[config.mk]
export PLATFORM = sky130hd
export DESIGN_NAME = ipv4_header_checksum_fixer_core
export DESIGN_NICKNAME = d
export VERILOG_FILES = /design/src/rtl/ihcf_pkg.sv /design/src/rtl/ipv4_header_checksum_fixer_core.sv /design/src/rtl/ihcf_hdr_parse.sv /design/src/rtl/ihcf_stats.sv
export SDC_FILE = /design/constraint.sdc
export NUM_CORES = 1
export LEC_CHECK = 0
export ABC_AREA = 1
export BUFFER_PORTS_ARGS = -buffer_cell sky130_fd_sc_hd__buf_2
export CAP_MARGIN = 20
export CORE_UTILIZATION = 54
export CTS_CLUSTER_DIAMETER = 100
export CTS_CLUSTER_SIZE = 28
export DETAILED_ROUTE_END_ITERATION = 8
export GPL_TIMING_DRIVEN = 0
export PLACE_DENSITY = 0.77
export SYNTH_ARGS = -nofsm -noshare
export SYNTH_HDL_FRONTEND = slang
export SYNTH_SLANG_ARGS = --single-unit
[constraint.sdc]
create_clock -name clk -period 6.9 [get_ports clk]
set_input_delay 0.345 -clock clk [delete_from_list [all_inputs] [get_ports clk]]
set_output_delay 0.345 -clock clk [all_outputs]
set_load 0.01 [all_outputs]
[src/rtl/ihcf_pkg.sv]
// IPv4 header checksum fixer: shared types and constants.
// No dependencies; imported by every module of the block.
`default_nettype none

package ihcf_pkg;

  // Verdict codes as presented on the result channel
  typedef enum logic [2:0] {
    VERDICT_NON_IP    = 3'd0,
    VERDICT_SHORT     = 3'd1,
    VERDICT_MALFORMED = 3'd2,
    VERDICT_OK        = 3'd3,
    VERDICT_FIXED     = 3'd4
  } verdict_t;

  localparam int unsigned WORD_W      = 16;
  localparam int unsigned IDX_W       = 5;
  localparam int unsigned CNT_IDX_W   = 6;
  localparam int unsigned HLEN_W      = 4;
  localparam int unsigned SUM_W       = 21;
  localparam int unsigned MIN_WORDS   = 10;
  localparam int unsigned CKS_WORD    = 5;
  localparam int unsigned IHL_MIN     = 5;

  // Packet finish event passed from the parser to the statistics block
  typedef struct packed {
    logic                fire;
    verdict_t            verdict;
    logic [WORD_W-1:0]   cks;
  } ihcf_event_t;

endpackage

`default_nettype wire

[src/rtl/ipv4_header_checksum_fixer_core.sv]
// IPv4 header checksum fixer top level: input register, parser, statistics
// and result register. Depends on ihcf_pkg, ihcf_hdr_parse and ihcf_stats.
//
//   channel | direction | ports
//   --------+-----------+---------------------------------------------------
//   in      | sink      | in_valid, in_stall, in_op, in_first_word,
//           |           | in_hdr_word, in_data_ends
//   out     | source    | out_valid, out_stall, out_verdict, out_good_checksum,
//           |           | out_count_packets/ok/fixed/non_ip
//
// One header word per cycle while in_stall is low. The word that finishes a packet
// passes the input register, then the result register, where its result is valid.
// Rate is set by the single-pass sum and fold between the two registers.
// Reset (rst_n low, synchronous) empties both registers and zeroes counters.
// A stalled result holds the word in the input register; in_stall rises when
// both registers are occupied and out_stall is high.
`default_nettype none

module ipv4_header_checksum_fixer_core #(
  parameter int unsigned COUNTER_WIDTH = 64
) (
  input  wire logic                          clk,
  input  wire logic                          rst_n,
  input  wire logic                          in_valid,
  output logic                               in_stall,
  input  wire logic                          in_op,
  input  wire logic                          in_first_word,
  input  wire logic [ihcf_pkg::WORD_W-1:0]   in_hdr_word,
  input  wire logic                          in_data_ends,
  output logic                               out_valid,
  input  wire logic                          out_stall,
  output logic [2:0]                         out_verdict,
  output logic [ihcf_pkg::WORD_W-1:0]        out_good_checksum,
  output logic [COUNTER_WIDTH-1:0]           out_count_packets,
  output logic [COUNTER_WIDTH-1:0]           out_count_ok,
  output logic [COUNTER_WIDTH-1:0]           out_count_fixed,
  output logic [COUNTER_WIDTH-1:0]           out_count_non_ip
);
  import ihcf_pkg::*;

  logic              iv_r, iv_nxt;
  logic              op_r, first_r, ends_r;
  logic [WORD_W-1:0] word_r;
  logic              in_accept;
  logic              proc_en;
  ihcf_event_t       evt;

  logic                     ov_r, ov_nxt;
  verdict_t                 verdict_r;
  logic [WORD_W-1:0]        cks_r;
  logic [COUNTER_WIDTH-1:0] pk_r, ok_r, fx_r, ni_r;
  logic [COUNTER_WIDTH-1:0] pk_nxt, ok_nxt, fx_nxt, ni_nxt;

  // Process the held item whenever the result register can take a result
  assign proc_en   = !ov_r || !out_stall;
  assign in_stall  = iv_r && !proc_en;
  assign in_accept = in_valid && !in_stall;

  always_comb begin
    iv_nxt = iv_r;
    if (in_accept) begin
      iv_nxt = 1'b1;
    end else if (proc_en) begin
      iv_nxt = 1'b0;
    end
    ov_nxt = proc_en ? evt.fire : ov_r;
  end

  // Input register
  always_ff @(posedge clk) begin
    if (!rst_n) begin
      iv_r <= 1'b0;
    end else begin
      iv_r <= iv_nxt;
    end
    if (in_accept) begin
      op_r    <= in_op;
      first_r <= in_first_word;
      word_r  <= in_hdr_word;
      ends_r  <= in_data_ends;
    end
  end

  ihcf_hdr_parse u_parse (
    .clk        (clk),
    .rst_n      (rst_n),
    .item_en    (iv_r && proc_en),
    .op         (op_r),
    .first_word (first_r),
    .hdr_word   (word_r),
    .data_ends  (ends_r),
    .evt        (evt)
  );

  ihcf_stats #(
    .COUNTER_WIDTH (COUNTER_WIDTH)
  ) u_stats (
    .clk         (clk),
    .rst_n       (rst_n),
    .evt         (evt),
    .packets_nxt (pk_nxt),
    .ok_nxt      (ok_nxt),
    .fixed_nxt   (fx_nxt),
    .non_ip_nxt  (ni_nxt)
  );

  // Result register
  always_ff @(posedge clk) begin
    if (!rst_n) begin
      ov_r <= 1'b0;
    end else begin
      ov_r <= ov_nxt;
    end
    if (proc_en && evt.fire) begin
      verdict_r <= evt.verdict;
      cks_r     <= evt.cks;
      pk_r      <= pk_nxt;
      ok_r      <= ok_nxt;
      fx_r      <= fx_nxt;
      ni_r      <= ni_nxt;
    end
  end

  assign out_valid         = ov_r;
  assign out_verdict       = verdict_r;
  assign out_good_checksum = cks_r;
  assign out_count_packets = pk_r;
  assign out_count_ok      = ok_r;
  assign out_count_fixed   = fx_r;
  assign out_count_non_ip  = ni_r;

endmodule

`default_nettype wire

[src/rtl/ihcf_hdr_parse.sv]
// Header word parser: per-packet state, ones'-complement sum and verdict.
// Depends on ihcf_pkg.
`default_nettype none

module ihcf_hdr_parse (
  input  wire logic                          clk,
  input  wire logic                          rst_n,
  input  wire logic                          item_en,
  input  wire logic                          op,
  input  wire logic                          first_word,
  input  wire logic [ihcf_pkg::WORD_W-1:0]   hdr_word,
  input  wire logic                          data_ends,
  output ihcf_pkg::ihcf_event_t              evt
);
  import ihcf_pkg::*;

  logic [IDX_W-1:0]  word_idx_r, word_idx_nxt;
  logic [HLEN_W-1:0] hlen_r, hlen_nxt;
  logic [SUM_W-1:0]  sum_r, sum_nxt;
  logic [WORD_W-1:0] stored_r, stored_nxt;
  logic              open_r, open_nxt;

  logic [IDX_W-1:0]     idx_eff;
  logic [SUM_W-1:0]     sum_eff;
  logic [WORD_W-1:0]    stored_eff;
  logic [SUM_W-1:0]     sum_acc;
  logic [WORD_W-1:0]    stored_acc;
  logic                 open_eff;
  logic [CNT_IDX_W-1:0] n_words;
  logic [CNT_IDX_W-1:0] need_words;
  logic [WORD_W:0]      fold1;
  logic [WORD_W:0]      fold2;
  logic [WORD_W-1:0]    cks;

  // Take the packet-start values, add the word (store it if it is the checksum word), then fold twice and invert
  always_comb begin
    open_eff   = first_word | open_r;
    idx_eff    = first_word ? '0 : word_idx_r;
    sum_eff    = first_word ? '0 : sum_r;
    stored_eff = first_word ? '0 : stored_r;

    if (idx_eff == IDX_W'(CKS_WORD)) begin
      stored_acc = hdr_word;
      sum_acc    = sum_eff;
    end else begin
      stored_acc = stored_eff;
      sum_acc    = sum_eff + SUM_W'(hdr_word);
    end

    fold1 = {1'b0, sum_acc[WORD_W-1:0]} + (WORD_W+1)'(sum_acc[SUM_W-1:WORD_W]);
    fold2 = {1'b0, fold1[WORD_W-1:0]} + (WORD_W+1)'(fold1[WORD_W]);
    cks   = ~fold2[WORD_W-1:0];
  end

  // Advance packet state and decide the verdict
  always_comb begin
    hlen_nxt   = first_word ? hdr_word[11:8] : hlen_r;
    stored_nxt = stored_acc;
    sum_nxt    = sum_acc;
    n_words    = {1'b0, idx_eff} + CNT_IDX_W'(1);
    need_words = {1'b0, hlen_nxt, 1'b0};

    word_idx_nxt = word_idx_r;
    open_nxt     = open_r;
    evt.fire     = 1'b0;
    evt.verdict  = VERDICT_NON_IP;
    evt.cks      = '0;

    if (!item_en) begin
      // hold all state
      hlen_nxt   = hlen_r;
      sum_nxt    = sum_r;
      stored_nxt = stored_r;
    end else if (op) begin
      evt.fire     = 1'b1;
      evt.verdict  = VERDICT_NON_IP;
      open_nxt     = 1'b0;
      word_idx_nxt = '0;
      hlen_nxt     = hlen_r;
      sum_nxt      = sum_r;
      stored_nxt   = stored_r;
    end else if (!open_eff) begin
      // drop a stray word outside any packet
      hlen_nxt   = hlen_r;
      sum_nxt    = sum_r;
      stored_nxt = stored_r;
    end else begin
      open_nxt = 1'b1;
      priority if (hlen_nxt < HLEN_W'(IHL_MIN) && n_words >= CNT_IDX_W'(MIN_WORDS)) begin
        evt.fire    = 1'b1;
        evt.verdict = VERDICT_MALFORMED;
      end else if (hlen_nxt >= HLEN_W'(IHL_MIN) && n_words >= need_words) begin
        evt.fire    = 1'b1;
        evt.verdict = (cks == stored_acc) ? VERDICT_OK : VERDICT_FIXED;
        evt.cks     = cks;
      end else if (data_ends) begin
        evt.fire    = 1'b1;
        evt.verdict = (n_words < CNT_IDX_W'(MIN_WORDS)) ? VERDICT_SHORT : VERDICT_MALFORMED;
      end else begin
        word_idx_nxt = n_words[IDX_W-1:0];
      end
      if (evt.fire) begin
        open_nxt     = 1'b0;
        word_idx_nxt = '0;
      end
    end
  end

  // Clear control state on reset
  always_ff @(posedge clk) begin
    if (!rst_n) begin
      word_idx_r <= '0;
      hlen_r     <= '0;
      sum_r      <= '0;
      stored_r   <= '0;
      open_r     <= 1'b0;
    end else begin
      word_idx_r <= word_idx_nxt;
      hlen_r     <= hlen_nxt;
      sum_r      <= sum_nxt;
      stored_r   <= stored_nxt;
      open_r     <= open_nxt;
    end
  end

endmodule

`default_nettype wire

[src/rtl/ihcf_stats.sv]
// Packet statistics: four wrapping counters; each finish event bumps packets and any that its verdict selects.
// Depends on ihcf_pkg; presents the counter values including this event.
`default_nettype none

module ihcf_stats #(
  parameter int unsigned COUNTER_WIDTH = 64
) (
  input  wire logic                       clk,
  input  wire logic                       rst_n,
  input  wire ihcf_pkg::ihcf_event_t      evt,
  output logic [COUNTER_WIDTH-1:0]        packets_nxt,
  output logic [COUNTER_WIDTH-1:0]        ok_nxt,
  output logic [COUNTER_WIDTH-1:0]        fixed_nxt,
  output logic [COUNTER_WIDTH-1:0]        non_ip_nxt
);
  import ihcf_pkg::*;

  logic [COUNTER_WIDTH-1:0] packets_r, ok_r, fixed_r, non_ip_r;

  // Bump the counters that the verdict selects
  always_comb begin
    packets_nxt = packets_r;
    ok_nxt      = ok_r;
    fixed_nxt   = fixed_r;
    non_ip_nxt  = non_ip_r;
    if (evt.fire) begin
      packets_nxt = packets_r + COUNTER_WIDTH'(1);
      unique case (evt.verdict)
        VERDICT_NON_IP, VERDICT_MALFORMED: non_ip_nxt = non_ip_r + COUNTER_WIDTH'(1);
        VERDICT_OK:                        ok_nxt     = ok_r + COUNTER_WIDTH'(1);
        VERDICT_FIXED:                     fixed_nxt  = fixed_r + COUNTER_WIDTH'(1);
        default:                           ;
      endcase
    end
  end

  always_ff @(posedge clk) begin
    if (!rst_n) begin
      packets_r <= '0;
      ok_r      <= '0;
      fixed_r   <= '0;
      non_ip_r  <= '0;
    end else begin
      packets_r <= packets_nxt;
      ok_r      <= ok_nxt;
      fixed_r   <= fixed_nxt;
      non_ip_r  <= non_ip_nxt;
    end
  end

endmodule

`default_nettype wire

==> results by group, run 1 <==
Clock network
  • Clock transition at path regs: 0.10 ns
  • Clock Path Buffers: 3
  • CTS tree: built
  • CTS buffer count: 26
  • Worst-Skew Late Latency: 0.62 ns
  • H-tree Lvls: 1
  • Clock Sink Count: 599
  • Root Driver: clkbuf_16

Worst setup path
  • Slowest stage delay, CP: 0.47 ns
  • R2r startpoint: first_r$_DFFE_PP_
  • Worst-case reg-to-reg path depth: 55
  • Most used cell, CP: nand2_2
  • Critical path origin: first_r$_DFFE_PP_
  • Crit path kind: reg -> reg
  • Reg-to-reg endpoint: out_count_non_ip[3]$_DFFE_PP_
  • Critical Path End Type: flip-flop
  • Critical Path Start Type: flip-flop
  • Slowest-stage cell, CP: edfxtp_1
  • Critical Path AT: 7.86 ns
  • WP data required: about 7.3 ns
  • CP Max Fanout: 8
  • R2R setup slack: -0.58 ns

Place
  • # port buffers: 299
  • DP Area: 33900 sq um
  • Cells after DPL: 4996
  • Post-Place Worst Slack: -2.09 ns
  • GP Congestion: 1.01
  • DP HPWL: 71400 um

STA
  • Period utilization: 108%
  • # setup viols final: 385
  • F_max: 0.134 GHz
  • Setup ws final: -0.576 ns
  • Worst-margin pin slew: 1.07 ns
  • Worst hold slack: ~0.033 ns
  • Clock skew: about 0.025 ns
  • RSZ-0062 raised after global routing: true
  • Min cycle time layout: roughly 7.5 ns
  • Final-report hold violation count: 0
  • Worst slew margin: 28.1%
  • Final slew viol count: 0

Logic synthesis
  • Most common cell in the netlist: nand2_1
  • Top cells by count, synth: nand2_1 (898), inv_1 (569), nor2_1 (520), dfxtp_1 (305), edfxtp_1 (294)
  • Top cells by area, synth: edfxtp_1 (28%), dfxtp_1 (19%), nand2_1 (11%)
  • Register area share after synthesis: 47.5%
  • Share of the synthesized area in the top cell type: 28.1%
  • Synth warn: 0
  • Post-synth top area cell: edfxtp_1
  • Post-synth EDFFs: between 200 and 300
  • Post-synth top flop: dfxtp_1
  • Async SR Flop Fraction: 0%
  • Post-synthesis cell type count: 62
  • Synthesis-stage register bit count: around 600
  • Synthesized area: ~31000 sq um
  • Syn_nets: 3983
  • Avg Cell Area, Syn: about 8 sq um
  • Syn Inst Count: 3930

Job
  • Max_cap viols: 0

Hold path
  • Hold WC Path Type: in -> reg
  • Worst Hold End: out_valid$_SDFFE_PN0N_
  • Hold wc startpoint: out_stall
  • Hold depth: 3

Floorplan
  • Die Y: 243 um
  • CORE AREA: 57600 sq um
  • Initial core utilization: 54.6%
  • Row Count: 88
  • Full die area: 59100 sq um
  • Die W: 243 um
  • I/O Pins: 300

Detailed routing
  • Vias post-DR: roughly 28k
  • Drt wl/cell: between 15 and 20 um
  • Routed Antenna Nets: 0
  • 1st-pass router iterations: 9
  • Iteration-0 DRC Markers: around 2.6k
  • DRC errors left: 0
  • DR vias/cell: 5.47
  • Detailed Route WL: slightly below 100000 um

Layout
  • Design area: between 30000 and 40000 sq um
  • ANT cells: 0
  • Non-filler cells in the finished layout: 5177
  • Share of cells above drive strength 1: 24.4%
  • Filler cells: 4744
  • Final core utilization: between 60 and 70%
  • Synthesis-to-layout area growth: 22.4%
  • Nets@finish: 4446

Power and ir drop
  • Max IR drop VDD: 275 uV
  • Lkg Pwr: 16.0 nW
  • Power density over the cells: about 160 nW/um^2

Global routing
  • Gr usage total: between 30% and 40%
  • Grt ovf: 0
  • Largest net degree at the start of global routing: 126
  • Vias in the first global route: 25.9k
  • First-pass GRT wire length: around 140000 um
  • Initial antenna violation count: 1

Outcome
  • Outcome: finished with violations
  • Violated checks: setup timing
==> how the worst max path moves through the flow <==
stage | to | cells after the start
after floorplan | out_count_non_ip[55]$_DFFE_PP_ | 54
after global placement | out_count_non_ip[59]$_DFFE_PP_ | 25
after detailed placement | out_count_non_ip[43]$_DFFE_PP_ | 52
after CTS | out_count_ok[61]$_DFFE_PP_ | 52
after global routing | out_count_ok[42]$_DFFE_PP_ | 58
final | out_count_non_ip[3]$_DFFE_PP_ | 55
==> flip-flops by register name, summed over array words and instances, names as in the netlist, 5 cells and up <==
register,cells
u_stats.fixed_r,64
u_stats.ok_r,64
out_good_checksum,16
word_r,16
out_count_packets,64
out_count_fixed,64
out_count_ok,64
u_parse.sum_r,21
u_parse.stored_r,16
u_stats.non_ip_r,64
out_count_non_ip,64
u_stats.packets_r,64
u_parse.word_idx_r,5
==> stage by stage <==
step | setup TNS, ns | total power, mW
2_1_floorplan | 0 | 4.11
3_3_place_gp | -1223.97 | 4.23
3_5_place_dp | -691.54 | 4.23
4_1_cts | -74.60 | 6.14
5_1_grt | -283.20 | 6.33
6_report | -166.73 | 6.14
==> kinds of logic after synthesis <==
group	after synthesis	share of synthesized area, %
flops	599	47.5
fa+ha+maj	30	1.22
compound gates	290	5.64
xor+xnor	214	5.97
simple gates	2112	30.4
buf+inv	685	9.23
==> placed cells by master (no fill, tap or decap), types with 25 or more instances in the layout <==
master and instances:
xor2_1 169, dfxtp_1 305, a21oi_1 89, nand3_2 37, o21ai_0 52, nand2_4 76, nand3_1 165, buf_2 305
nand2_1 717, buf_12 25, a21oi_2 95, nor2_4 31, nand2_2 201, clkbuf_1 47, inv_1 557, edfxtp_1 294
nor4_1 77, inv_2 25, nor2_1 482, buf_4 82, nor3_1 139, clkbuf_16 45, nand4_1 97
==> area by class of cell <==
type | instances | area [sq um] | share of cell area (%)
Buffer | 95 | 947 | 2.46
Clock buffer | 41 | 749 | 1.95
Tap cell | 765 | 957 | 2.49
Clock inverter | 6 | 52.6 | 0.137
Sequential cell | 599 | 14900 | 38.8
Timing Repair inverter | 1 | 16.3 | 0.0423
Multi-Input combinational cell | 2648 | 15500 | 40.2
Inverter | 587 | 2260 | 5.88
Timing Repair Buffer | 435 | 3090 | 8.03
==> worst max-delay path: cells and delay by family (launching register included) <==
kind,cells,cell delay (ns)
adder cells (fa/ha/maj),6,1.22
flip-flops,1,0.47
XOR/XNOR,3,0.55
AND/OR/NAND/NOR,39,4.21
buffers and inverters,7,0.76
==> power breakdown <==
part           internal [mW]  total (mW)  switching (mW)  leakage, nW
Clock                  0.771        1.91            1.14        0.387
Sequential              3.76        3.79          0.0250         5.58
Combinational          0.144       0.447           0.302         10.0
==> what timing repair did <==
| action | 4_1_cts | 5_1_grt |
|---|---|---|
| endpoints found under the hold margin | 20 | 0 |
| endpoints found under the setup margin | 396 | 387 |
| gates cloned | 5 | 19 |
| hold buffers | 20 | 0 |
| pin swaps | 52 | 138 |
| setup buffers | 62 | 31 |
| resized for setup | 149 | 444 |
==> metal layers <==
metal / wire (um) / up-vias / global-route usage [%]
met5: 0 / - / 0
met4: 3410 / 0 / 9.03
met3: 7620 / 214 / 3.87
met2: 44400 / 1178 / 49.0
met1: 42500 / 13400 / 44.2
li1: - / 13600 / -
No activity file was read; power rests on OpenSTA's default activity.
==> run 2, diff against run 1 <==
Settings changed: SYNTH_HIERARCHICAL set to 1.
==> run 2 against run 1 <==
Against the previous run:
- count of clock-buffer cells in the layout rose by 2
- clock power up 8%
- cell count increased by 4.1%
- global-route usage up 0.46 points
- the flow still finishes with violations (setup timing)
- register-to-register slack lost 0.02 ns
- cell area rose by 1.0%
- fmax is 0.21% lower
- sequential share of layout area is 0.39 points lower
- hold slack improved by 0.047 ns
- worst setup slack worse by 0.016 ns
- sequential power is 2% higher
- synthesized cell count up 3.2%
==> results by group, run 2 <==
Logic synthesis
  • Most common cell in the netlist: nand2_1
  • Synth warn: 6
  • Synthesized area: a little over 30000 sq um
  • Register area share after synthesis: approximately half
  • Synthesis-stage register bit count: 599
  • Syn Inst Count: 4056
  • Post-synth EDFFs: 294
  • Top cells by count, synth: nand2_1 (1173), nor2_1 (693), inv_1 (529), dfxtp_1 (305), edfxtp_1 (294)
  • Syn_nets: 4111
  • Top cells by area, synth: edfxtp_1 (29%), dfxtp_1 (20%), nand2_1 (14%)
  • Async SR Flop Fraction: 0%
  • Post-synth top flop: dfxtp_1
  • Avg Cell Area, Syn: 7.53 sq um
  • Post-synth top area cell: edfxtp_1
  • Post-synthesis cell type count: 50
  • Share of the synthesized area in the top cell type: 28.9%

Job
  • Max_cap viols: 0

Power and ir drop
  • Max IR drop VDD: 197 uV
  • Total power: about 6.5 mW
  • Lkg Pwr: 15.5 nW
  • Power density over the cells: 167 nW/um^2

Worst setup path
  • R2R setup slack: -0.59 ns
  • Reg-to-reg endpoint: out_count_fixed[52]$_DFFE_PP_
  • Slowest stage delay, CP: 0.44 ns
  • Crit path kind: reg -> reg
  • Worst-case reg-to-reg path depth: 55
  • WP data required: around 7.3 ns
  • CP Max Fanout: 5
  • R2r startpoint: first_r$_DFFE_PP_
  • Slowest-stage cell, CP: edfxtp_1
  • Critical Path AT: 7.88 ns
  • Critical Path End Type: flip-flop
  • CP bufs+invs: 21
  • Critical Path Start Type: flip-flop
  • CP top delay family: simple AND/OR/NAND/NOR gates

Layout
  • Most frequent cells in the layout: nand2_1 (992), nor2_1 (604), inv_1 (501)
  • Final core utilization: 70.0%
  • Non-filler cells in the finished layout: 5388
  • Nets@finish: 4673
  • Most common library cell in the layout ignoring fill and taps: nand2_1
  • ANT cells: 0
  • Synthesis-to-layout area growth: 27.3%
  • Share of cells above drive strength 1: 25.6%

Global routing
  • First-pass GRT wire length: 140000 um
  • Initial antenna violation count: 2
  • Grt ovf: 0
  • Vias in the first global route: 25.9k
  • Gr usage total: 31.4%
  • Largest net degree at the start of global routing: 37

Floorplan
  • CORE AREA: 55500 sq um
  • Initial core utilization: 55.0%
  • Full die area: ~57000 sq um
  • Row Count: 86
  • Die W: 240 um
  • I/O Pins: 300
  • Die Y: approximately 240 um

Detailed routing
  • Vias post-DR: 29.2k
  • DRC errors left: 0
  • DR vias/cell: between 5 and 6
  • Detailed Route WL: approximately 96000 um
  • Routed Antenna Nets: 0
  • 1st-pass router iterations: 8
  • Iteration-0 DRC Markers: 3047
  • Drt wl/cell: 17.9 um

Clock network
  • CTS tree: built
  • Root Driver: clkbuf_16
  • Clock Sink Count: 599
  • H-tree Lvls: 1
  • CTS buffer count: 28
  • Clock Path Buffers: 3
  • Worst-Skew Late Latency: 0.63 ns
  • Clock transition at path regs: 0.10 ns

STA
  • Worst slew margin: 18.5%
  • Setup ws final: -0.592 ns
  • Worst-margin pin slew: 1.22 ns
  • # setup viols final: 384
  • Period utilization: 109%
  • Final slew viol count: 0
  • RSZ-0062 raised after global routing: true
  • Final-report hold violation count: 0
  • F_max: 0.133 GHz
  • Min cycle time layout: 7.49 ns
  • Clock skew: 0.0237 ns

Hold path
  • Worst Hold End: u_stats/packets_r[35]$_SDFF_PN0_
  • Hold wc startpoint: rst_n
  • Hold depth: 2
  • Hold WC Path Type: in -> reg

Place
  • DP HPWL: 68500 um
  • # port buffers: ~300
  • GP Congestion: 0.981
  • Cells after DPL: between 5k and 6k

Outcome
  • Violated checks: setup timing
  • Outcome: finished with violations
run 2: metal layers:
metal	track usage, %	part of all wire [%]	vias up
met5	0	0.0083	-
met4	11.7	4.1	2
met1	43.8	42	13600
met2	50.0	46	1322
met3	3.75	7.9	251
li1	-	-	14000
run 2: cells by family (layout without fill, tap and decap cells):
group	Yosys count	count (layout)	share of synthesized area, %
buffers and inverters	609	1193	7.68
XOR/XNOR	96	96	2.78
adder cells (fa/ha/maj)	32	32	1.34
AND/OR/NAND/NOR	2396	2396	33.6
AO/OA/AOI/OAI	324	324	5.72
flip-flops	599	599	48.9
run 2: cell type report:
cell class	count	area, sq um
inverter	545	2070
timing repair buffer	534	3750
clock buffer	43	788
buffer	62	393
multi-input combinational	2848	15800
tap	748	936
fill	4473	16700
clock inverter	9	138
sequential	599	14900
run 2: what timing repair did:
| item | in CTS | in global routing |
|---|---|---|
| gates resized for setup | 324 | 418 |
| cloned | 2 | 2 |
| setup buffers | 126 | 75 |
| pin swaps | 134 | 215 |
| hold buffers | 22 | 0 |
| endpoints found under the setup margin | 390 | 387 |
| endpoints found under the hold margin | 21 | 0 |
run 2: stage by stage:
step	instance area (sq um)	setup TNS (ns)	hold WS, ns	setup WS (ns)
2_1_floorplan	30700	-19.90	0.436	-0.0722
3_3_place_gp	33100	-1293.91	0.452	-2.26
3_5_place_dp	33300	-695.69	0.456	-2.16
4_1_cts	36700	-64.74	0.0439	-0.395
5_1_grt	38800	-257.13	0.0662	-0.924
6_report	38800	-139.53	0.0801	-0.592
run 2: where the power goes:
part,switching [mW],internal (mW),total (mW),leakage (nW)
registers,0.0432,3.82,3.86,4.92
logic,0.357,0.188,0.545,10.1
clock network,1.20,0.870,2.07,0.446
run 2: worst max-delay path by stage:
| stage | start | endpoint | slack, ns | cells past startpoint |
|---|---|---|---|---|
| 2_1_floorplan | first_r$_DFFE_PP_ | out_count_fixed[0]$_DFFE_PP_ | -0.07 | 18 |
| 3_3_place_gp | first_r$_DFFE_PP_ | out_count_non_ip[52]$_DFFE_PP_ | -2.26 | 18 |
| 3_5_place_dp | first_r$_DFFE_PP_ | out_count_ok[47]$_DFFE_PP_ | -2.16 | 49 |
| 4_1_cts | first_r$_DFFE_PP_ | out_count_ok[37]$_DFFE_PP_ | -0.39 | 53 |
| 5_1_grt | first_r$_DFFE_PP_ | out_count_ok[29]$_DFFE_PP_ | -0.92 | 60 |
| 6_report | first_r$_DFFE_PP_ | out_count_fixed[52]$_DFFE_PP_ | -0.59 | 55 |
